[src/rtl/smmd_pkg.sv]
package smmd_pkg;

    localparam int VALUE_WIDTH = 32;

    // Flip the sign bit to turn a two's complement value into an unsigned order key
    localparam logic [VALUE_WIDTH-1:0] SIGN_BIT = {1'b1, {(VALUE_WIDTH - 1){1'b0}}};

    // Distinct values seen so far, saturating
    localparam logic [1:0] SEEN_NONE = 2'd0;
    localparam logic [1:0] SEEN_ONE  = 2'd1;
    localparam logic [1:0] SEEN_TWO  = 2'd2;

    localparam int QUEUE_DEPTH = 2;
    localparam int QUEUE_PTR_W = $clog2(QUEUE_DEPTH);
    localparam int QUEUE_CNT_W = $clog2(QUEUE_DEPTH + 1);

    typedef struct packed {
        logic signed [VALUE_WIDTH-1:0] value;
        logic                          last_item;
    } in_t;

    typedef struct packed {
        logic signed [VALUE_WIDTH-1:0] low_runner_up;
        logic signed [VALUE_WIDTH-1:0] high_runner_up;
        logic                          found;
    } out_t;

    typedef struct packed {
        logic [VALUE_WIDTH-1:0] key;
        logic                   last;
    } cmd_t;

endpackage

[src/rtl/smmd_front.sv]
module smmd_front
    import smmd_pkg::*;
(
    input  logic clk,
    input  logic rst_n,
    input  logic push,
    output logic full,
    input  in_t  item,
    output logic fwd_valid,
    input  logic fwd_ready,
    output cmd_t fwd_cmd
);

    logic valid_reg;
    logic valid_next;
    cmd_t cmd_reg;
    logic take;

    assign full      = valid_reg && !fwd_ready;
    assign take      = push && !full;
    assign fwd_valid = valid_reg;
    assign fwd_cmd   = cmd_reg;

    always_comb
    begin
        valid_next = valid_reg;
        if (take)
        begin
            valid_next = 1'b1;
        end
        else if (fwd_ready)
        begin
            valid_next = 1'b0;
        end
    end

    always_ff @(posedge clk or negedge rst_n)
    begin
        if (!rst_n)
        begin
            valid_reg <= 1'b0;
        end
        else
        begin
            valid_reg <= valid_next;
        end
    end

    // Classify: turn the value into its order key and keep the end-of-set mark
    always_ff @(posedge clk)
    begin
        if (take)
        begin
            cmd_reg.key  <= item.value ^ SIGN_BIT;
            cmd_reg.last <= item.last_item;
        end
    end

endmodule

[src/rtl/smmd_queue.sv]
module smmd_queue
    import smmd_pkg::*;
(
    input  logic clk,
    input  logic rst_n,
    input  logic wr_valid,
    output logic wr_ready,
    input  cmd_t wr_cmd,
    output logic rd_valid,
    input  logic rd_take,
    output cmd_t rd_cmd
);

    logic [QUEUE_CNT_W-1:0] count_reg;
    logic [QUEUE_CNT_W-1:0] count_next;
    logic [QUEUE_PTR_W-1:0] wr_ptr_reg;
    logic [QUEUE_PTR_W-1:0] rd_ptr_reg;
    cmd_t                   mem_reg [QUEUE_DEPTH];
    logic                   do_wr;
    logic                   do_rd;

    assign wr_ready = count_reg != QUEUE_CNT_W'(QUEUE_DEPTH);
    assign rd_valid = count_reg != '0;
    assign rd_cmd   = mem_reg[rd_ptr_reg];
    assign do_wr    = wr_valid && wr_ready;
    assign do_rd    = rd_take && rd_valid;

    always_comb
    begin
        count_next = count_reg;
        if (do_wr && !do_rd)
        begin
            count_next = count_reg + 1'b1;
        end
        else if (do_rd && !do_wr)
        begin
            count_next = count_reg - 1'b1;
        end
    end

    always_ff @(posedge clk or negedge rst_n)
    begin
        if (!rst_n)
        begin
            count_reg  <= '0;
            wr_ptr_reg <= '0;
            rd_ptr_reg <= '0;
        end
        else
        begin
            count_reg <= count_next;
            if (do_wr)
            begin
                wr_ptr_reg <= wr_ptr_reg + 1'b1;
            end
            if (do_rd)
            begin
                rd_ptr_reg <= rd_ptr_reg + 1'b1;
            end
        end
    end

    always_ff @(posedge clk)
    begin
        if (do_wr)
        begin
            mem_reg[wr_ptr_reg] <= wr_cmd;
        end
    end

endmodule

[src/rtl/smmd_back.sv]
module smmd_back
    import smmd_pkg::*;
(
    input  logic clk,
    input  logic rst_n,
    input  logic cmd_valid,
    output logic cmd_take,
    input  cmd_t cmd,
    output logic empty,
    input  logic pop,
    output out_t result
);

    logic [VALUE_WIDTH-1:0] lf_reg, lf_next;
    logic [VALUE_WIDTH-1:0] ls_reg, ls_next;
    logic [VALUE_WIDTH-1:0] hf_reg, hf_next;
    logic [VALUE_WIDTH-1:0] hs_reg, hs_next;
    logic [1:0]             seen_reg, seen_next;
    logic [1:0]             seen_upd;

    logic [QUEUE_CNT_W-1:0] out_cnt_reg;
    logic [QUEUE_CNT_W-1:0] out_cnt_next;
    logic [QUEUE_PTR_W-1:0] out_wr_ptr_reg;
    logic [QUEUE_PTR_W-1:0] out_rd_ptr_reg;
    out_t                   out_mem_reg [QUEUE_DEPTH];

    logic                   out_room;
    logic                   out_push;
    logic                   out_pop;
    logic                   found;
    out_t                   res;

    assign out_room = out_cnt_reg != QUEUE_CNT_W'(QUEUE_DEPTH);
    assign cmd_take = cmd_valid && (!cmd.last || out_room);
    assign out_push = cmd_take && cmd.last;
    assign empty    = out_cnt_reg == '0;
    assign out_pop  = pop && !empty;
    assign result   = out_mem_reg[out_rd_ptr_reg];

    // Fold one key into the four extremes
    always_comb
    begin
        lf_next  = lf_reg;
        ls_next  = ls_reg;
        hf_next  = hf_reg;
        hs_next  = hs_reg;
        seen_upd = seen_reg;
        unique case (seen_reg)
            SEEN_ONE:
            begin
                if (cmd.key < lf_reg)
                begin
                    ls_next  = lf_reg;
                    hs_next  = cmd.key;
                    lf_next  = cmd.key;
                    seen_upd = SEEN_TWO;
                end
                else if (cmd.key > lf_reg)
                begin
                    ls_next  = cmd.key;
                    hs_next  = lf_reg;
                    hf_next  = cmd.key;
                    seen_upd = SEEN_TWO;
                end
            end
            SEEN_TWO:
            begin
                if (cmd.key < lf_reg)
                begin
                    ls_next = lf_reg;
                    lf_next = cmd.key;
                end
                else if (cmd.key > lf_reg && cmd.key < ls_reg)
                begin
                    ls_next = cmd.key;
                end
                if (cmd.key > hf_reg)
                begin
                    hs_next = hf_reg;
                    hf_next = cmd.key;
                end
                else if (cmd.key < hf_reg && cmd.key > hs_reg)
                begin
                    hs_next = cmd.key;
                end
            end
            default:
            begin
                lf_next  = cmd.key;
                hf_next  = cmd.key;
                seen_upd = SEEN_ONE;
            end
        endcase

        found              = seen_upd == SEEN_TWO;
        res.found          = found;
        res.low_runner_up  = found ? $signed(ls_next ^ SIGN_BIT) : '1;
        res.high_runner_up = found ? $signed(hs_next ^ SIGN_BIT) : '1;

        // Drop the set after its last item
        seen_next = cmd.last ? SEEN_NONE : seen_upd;
    end

    always_comb
    begin
        out_cnt_next = out_cnt_reg;
        if (out_push && !out_pop)
        begin
            out_cnt_next = out_cnt_reg + 1'b1;
        end
        else if (out_pop && !out_push)
        begin
            out_cnt_next = out_cnt_reg - 1'b1;
        end
    end

    always_ff @(posedge clk or negedge rst_n)
    begin
        if (!rst_n)
        begin
            seen_reg       <= SEEN_NONE;
            out_cnt_reg    <= '0;
            out_wr_ptr_reg <= '0;
            out_rd_ptr_reg <= '0;
        end
        else
        begin
            if (cmd_take)
            begin
                seen_reg <= seen_next;
            end
            out_cnt_reg <= out_cnt_next;
            if (out_push)
            begin
                out_wr_ptr_reg <= out_wr_ptr_reg + 1'b1;
            end
            if (out_pop)
            begin
                out_rd_ptr_reg <= out_rd_ptr_reg + 1'b1;
            end
        end
    end

    always_ff @(posedge clk)
    begin
        if (cmd_take)
        begin
            lf_reg <= lf_next;
            ls_reg <= ls_next;
            hf_reg <= hf_next;
            hs_reg <= hs_next;
        end
        if (out_push)
        begin
            out_mem_reg[out_wr_ptr_reg] <= res;
        end
    end

`ifndef SYNTH
    a_out_cnt_bound: assert property (@(posedge clk) disable iff (!rst_n)
        out_cnt_reg <= QUEUE_CNT_W'(QUEUE_DEPTH))
        else $error("result queue overflow");

    a_seen_bound: assert property (@(posedge clk) disable iff (!rst_n)
        seen_reg != 2'd3)
        else $error("distinct count out of range");

    a_one_value: assert property (@(posedge clk) disable iff (!rst_n)
        seen_reg == SEEN_ONE |-> lf_reg == hf_reg)
        else $error("single value not mirrored in both extremes");

    a_order: assert property (@(posedge clk) disable iff (!rst_n)
        seen_reg == SEEN_TWO |-> (lf_reg < ls_reg) && (hs_reg < hf_reg))
        else $error("extremes out of order");
`endif

endmodule

[src/rtl/second_min_max_distinct.sv]
// Path: front register, then command queue, then back end and result queue.
// Throughput: one request per clock unless a full result queue stalls a last
// item. The four extremes update by combinational compare-and-select.
// Full rises only when the front register, the 2-entry command queue and the
// 2-entry result queue are all backed up by a stalled consumer.
// Reset (rst_n low, asynchronous): all queues empty, the set is cleared.
module second_min_max_distinct
    import smmd_pkg::*;
(
    input  logic clk,
    input  logic rst_n,
    input  logic push,
    output logic full,
    input  in_t  item,
    output logic empty,
    input  logic pop,
    output out_t result
);

    // Front to queue
    logic fwd_valid;
    logic fwd_ready;
    cmd_t fwd_cmd;

    // Queue to back end
    logic cmd_valid;
    logic cmd_take;
    cmd_t cmd;

    // Front end: register each request and turn its value into an order key
    smmd_front u_front (
        .clk       (clk),
        .rst_n     (rst_n),
        .push      (push),
        .full      (full),
        .item      (item),
        .fwd_valid (fwd_valid),
        .fwd_ready (fwd_ready),
        .fwd_cmd   (fwd_cmd)
    );

    // Short command queue: lets the front keep accepting while the back stalls
    smmd_queue u_queue (
        .clk      (clk),
        .rst_n    (rst_n),
        .wr_valid (fwd_valid),
        .wr_ready (fwd_ready),
        .wr_cmd   (fwd_cmd),
        .rd_valid (cmd_valid),
        .rd_take  (cmd_take),
        .rd_cmd   (cmd)
    );

    // Back end: fold keys into the extremes, emit a result on the last item
    smmd_back u_back (
        .clk       (clk),
        .rst_n     (rst_n),
        .cmd_valid (cmd_valid),
        .cmd_take  (cmd_take),
        .cmd       (cmd),
        .empty     (empty),
        .pop       (pop),
        .result    (result)
    );

endmodule

[config.mk]
export PLATFORM = sky130hd
export DESIGN_NAME = second_min_max_distinct
export DESIGN_NICKNAME = d
export VERILOG_FILES = /design/src/rtl/smmd_pkg.sv /design/src/rtl/smmd_front.sv /design/src/rtl/smmd_queue.sv /design/src/rtl/smmd_back.sv /design/src/rtl/second_min_max_distinct.sv
export SDC_FILE = /design/constraint.sdc
export NUM_CORES = 1
export LEC_CHECK = 0
export ABC_AREA = 0
export BUFFER_PORTS_ARGS = -buffer_cell sky130_fd_sc_hd__buf_4
export CAP_MARGIN = 10
export CORE_MARGIN = 5
export CORE_UTILIZATION = 50
export DETAILED_ROUTE_END_ITERATION = 8
export GPL_TIMING_DRIVEN = 1
export MAX_ROUTING_LAYER = met4
export PLACE_DENSITY = 0.7
export SLEW_MARGIN = 20
export SYNTH_ARGS = -nofsm -noshare
export SYNTH_HDL_FRONTEND = slang
export SYNTH_SLANG_ARGS = --single-unit
[constraint.sdc]
create_clock -name clk -period 6.1 [get_ports clk]
set_input_delay 0.305 -clock clk [delete_from_list [all_inputs] [get_ports clk]]
set_output_delay 0.305 -clock clk [all_outputs]
set_load 0.05 [all_outputs]
==> results.yml <==
run_status:
  outcome: "completed"
detailed_routing:
  ant_nets: 0
  drtIter0Drc: 1605
  vias_per_cell: 6.38
  drc: 0
  vias: 15100
  routed_wirelength_mm: 59.0
  drtPass1Iterations: 5
  wire_per_inst_um: 24.9
floorplan:
  chipWidth_um: 209
  start_util_pct: 50.2
  coreArea_mm2: 0.0395
  die_area_mm2: 0.0438
  pin_count: 104
  rows: 73
  chipHeight_um: 209
hold_path:
  whs_path_depth: 3
  min_path_type: "in -> reg"
timing:
  worst_slew_pin_slew_ps: 1170
  period_needed_ps: 5700
  setup_tns_ps: 0
  setup_viol: 0
  clock_skew_ps: 18.5
  worst_slack_ps: 395
  slew_violations: 0
  fmax_ghz: 0.175
  rsz0062_at_grt: "false"
  slew_headroom_pct: 21.6
  period_share_pct: 93.5
  hold_violations: 0
cells_and_area:
  final-seq-area_mm2: 0.0110
  num-fill-cells: 3199
  drive_above_1_share_pct: 16.3
  largest_register_ffs: 130
  multi_input_area_mm2: 0.00793
  nNetsFinal: 1988
  syn_to_final_growth_pct: 16.2
yosys:
  ys_ff_latch: 368
  synth_cell_types: 64
  async_reset_ff_share_pct: 2.99
  syn-num-nets: 1853
  synthCells: 1684
  synth_edf_count: 357
  syn_area_per_cell_um2: 11.8
  synth_ff_type: "edfxtp_1"
  yosysTopAreaCell: "edfxtp_1"
  synth.top_cell.area_share_pct: 54.0
  syn_area_mm2: 0.0199
  synth_top_cells_by_count: "edfxtp_1, inv_1, ha_1"
  yosysSeqAreaShare_pct: 55.4
  yosys_warnings: 0
  synth.most_common_cell: "edfxtp_1"
  ys_top_cells_by_area: "edfxtp_1, ha_1, mux2_2"
cts:
  cts_tree: "built"
  cts.sinks: 368
  post_cts_buffers: 0
  clock_latency_ps: 560
  cts.htree.levels: 2
  cts.clk_slew.worst_paths_ps: 60
  clock_path_buffers: 3
  ctsHoldBuffers: 35
  cts_repair_resize_count: 0
  clock-root-buffer: "clkbuf_16"
  cts_made_buffers: 39
worst_setup_path:
  required_ps: 6380
  worstSetupStartpointType: "flip-flop"
  critPathArrivalTime_ps: 5980
  crit_fanout: 16
  worstSetupPathType: "reg -> reg"
  end_kind: "flip-flop"
  rr_worst_depth: 13
placement:
  hpwl_mm: 39.2
  gp_congestion: 0.998
  place_ws_ps: 474
  io_buffers: 103
global_routing:
  globalRoute.totalOverflow: 0
  grt_pass1_wl_mm: 89.2
  first_global_vias: 14800
  antenna_found_initial: 1
  grt_start_max_net_pins: 71
  grtUsageTotal_pct: 27.0
flow_run:
  drv_cap: 0
[area by class of cell]
type                       count  share of cell area (%)
clock buffer                  47                    4.54
tap                          525                    2.85
clock inverter                23                    1.01
inverter                     171                    2.78
sequential                   368                    47.7
antenna                        1                  0.0108
multi-input combinational   1049                    34.3
timing repair buffer         190                    6.81
[placed cells by master (no fill, tap or decap), types with 6 or more instances in the layout]
| cell type | instances |
|---|---|
| clkbuf_16 | 41 |
| o21ai_0 | 36 |
| nand3_1 | 22 |
| ha_1 | 131 |
| nand2_1 | 121 |
| o21a_1 | 7 |
| mux2_2 | 65 |
| a21o_1 | 36 |
| dfrtp_1 | 9 |
| clkinv_2 | 7 |
| a22o_1 | 31 |
| a211oi_1 | 56 |
| o2bb2ai_1 | 27 |
| mux2i_1 | 34 |
| a21oi_1 | 101 |
| a31oi_1 | 33 |
| dlygate4sd3_1 | 35 |
| inv_1 | 169 |
| nand4_1 | 52 |
| a221oi_1 | 35 |
| buf_4 | 151 |
| xnor2_1 | 6 |
| clkinv_1 | 10 |
| nor3_1 | 14 |
| clkbuf_1 | 6 |
| nor4_1 | 7 |
| o22a_1 | 31 |
| nor2_1 | 56 |
| edfxtp_1 | 357 |
| or4_1 | 28 |
| o211ai_1 | 39 |
[worst max-delay path: stages, from the launching register on]
cell and delay, ps:
dfrtp_2 650, buf_4 360, mux2i_1 680, inv_1 340, ha_1 380, nor2b_1 140
o211ai_1 200, a21boi_0 160, o31ai_1 460, and3_1 240, and2_1 850, buf_4 390
a211oi_1 100, or4_1 460
[stage by stage]
stage / cells / instance area (um2) / utilization (%) / hold WS, ps
global placement: 2267 / 21400 / 54.1 / 166
finish: 2374 / 23100 / 58.4 / 94.0
floorplan: 1684 / 19900 / - / 9.41
detailed placement: 2267 / 21400 / 54.1 / 165
global route: 2374 / 23100 / 58.4 / 103
CTS: 2372 / 23000 / 58.3 / 71.9
[per-layer routing]
layer	track usage [%]	part of all wire [%]	vias to the layer above
met5	-	0	-
met1	37.1	42	7393
met2	40.7	45	833
met3	4.96	10	143
met4	9.45	3.2	0
li1	-	-	6768
[worst paths after layout]
kind                                      from                   endpoint  slack, ps
max reg2reg                 u_queue.rd_ptr_reg  u_back.out_mem_reg[0][12]        400
min                                        pop      u_back.out_rd_ptr_reg         90
min reg2reg                u_front.fwd_cmd[13]     u_queue.mem_reg[0][13]        440
min in group asynchronous                rst_n         u_queue.rd_ptr_reg        130
max                         u_queue.rd_ptr_reg  u_back.out_mem_reg[0][12]        400
max in group asynchronous                rst_n      u_back.out_rd_ptr_reg       5780
[logic make-up (layout without fill, tap and decap cells)]
| family | Yosys count | after routing | share of synthesized area (%) |
|---|---|---|---|
| other | 0 | 1 | 0 |
| adders and majority gates | 132 | 132 | 8.32 |
| xor gates and xnor gates | 10 | 10 | 0.441 |
| muxes | 99 | 99 | 5.40 |
| and+or+nand+nor | 342 | 342 | 8.65 |
| buffers and inverters | 267 | 431 | 5.15 |
| AOI/OAI and AO/OA | 466 | 466 | 16.7 |
| DFF | 368 | 368 | 55.4 |
Power is not shown: default switching activity piles up to over one toggle a cycle in this logic, so the estimate is an artifact.
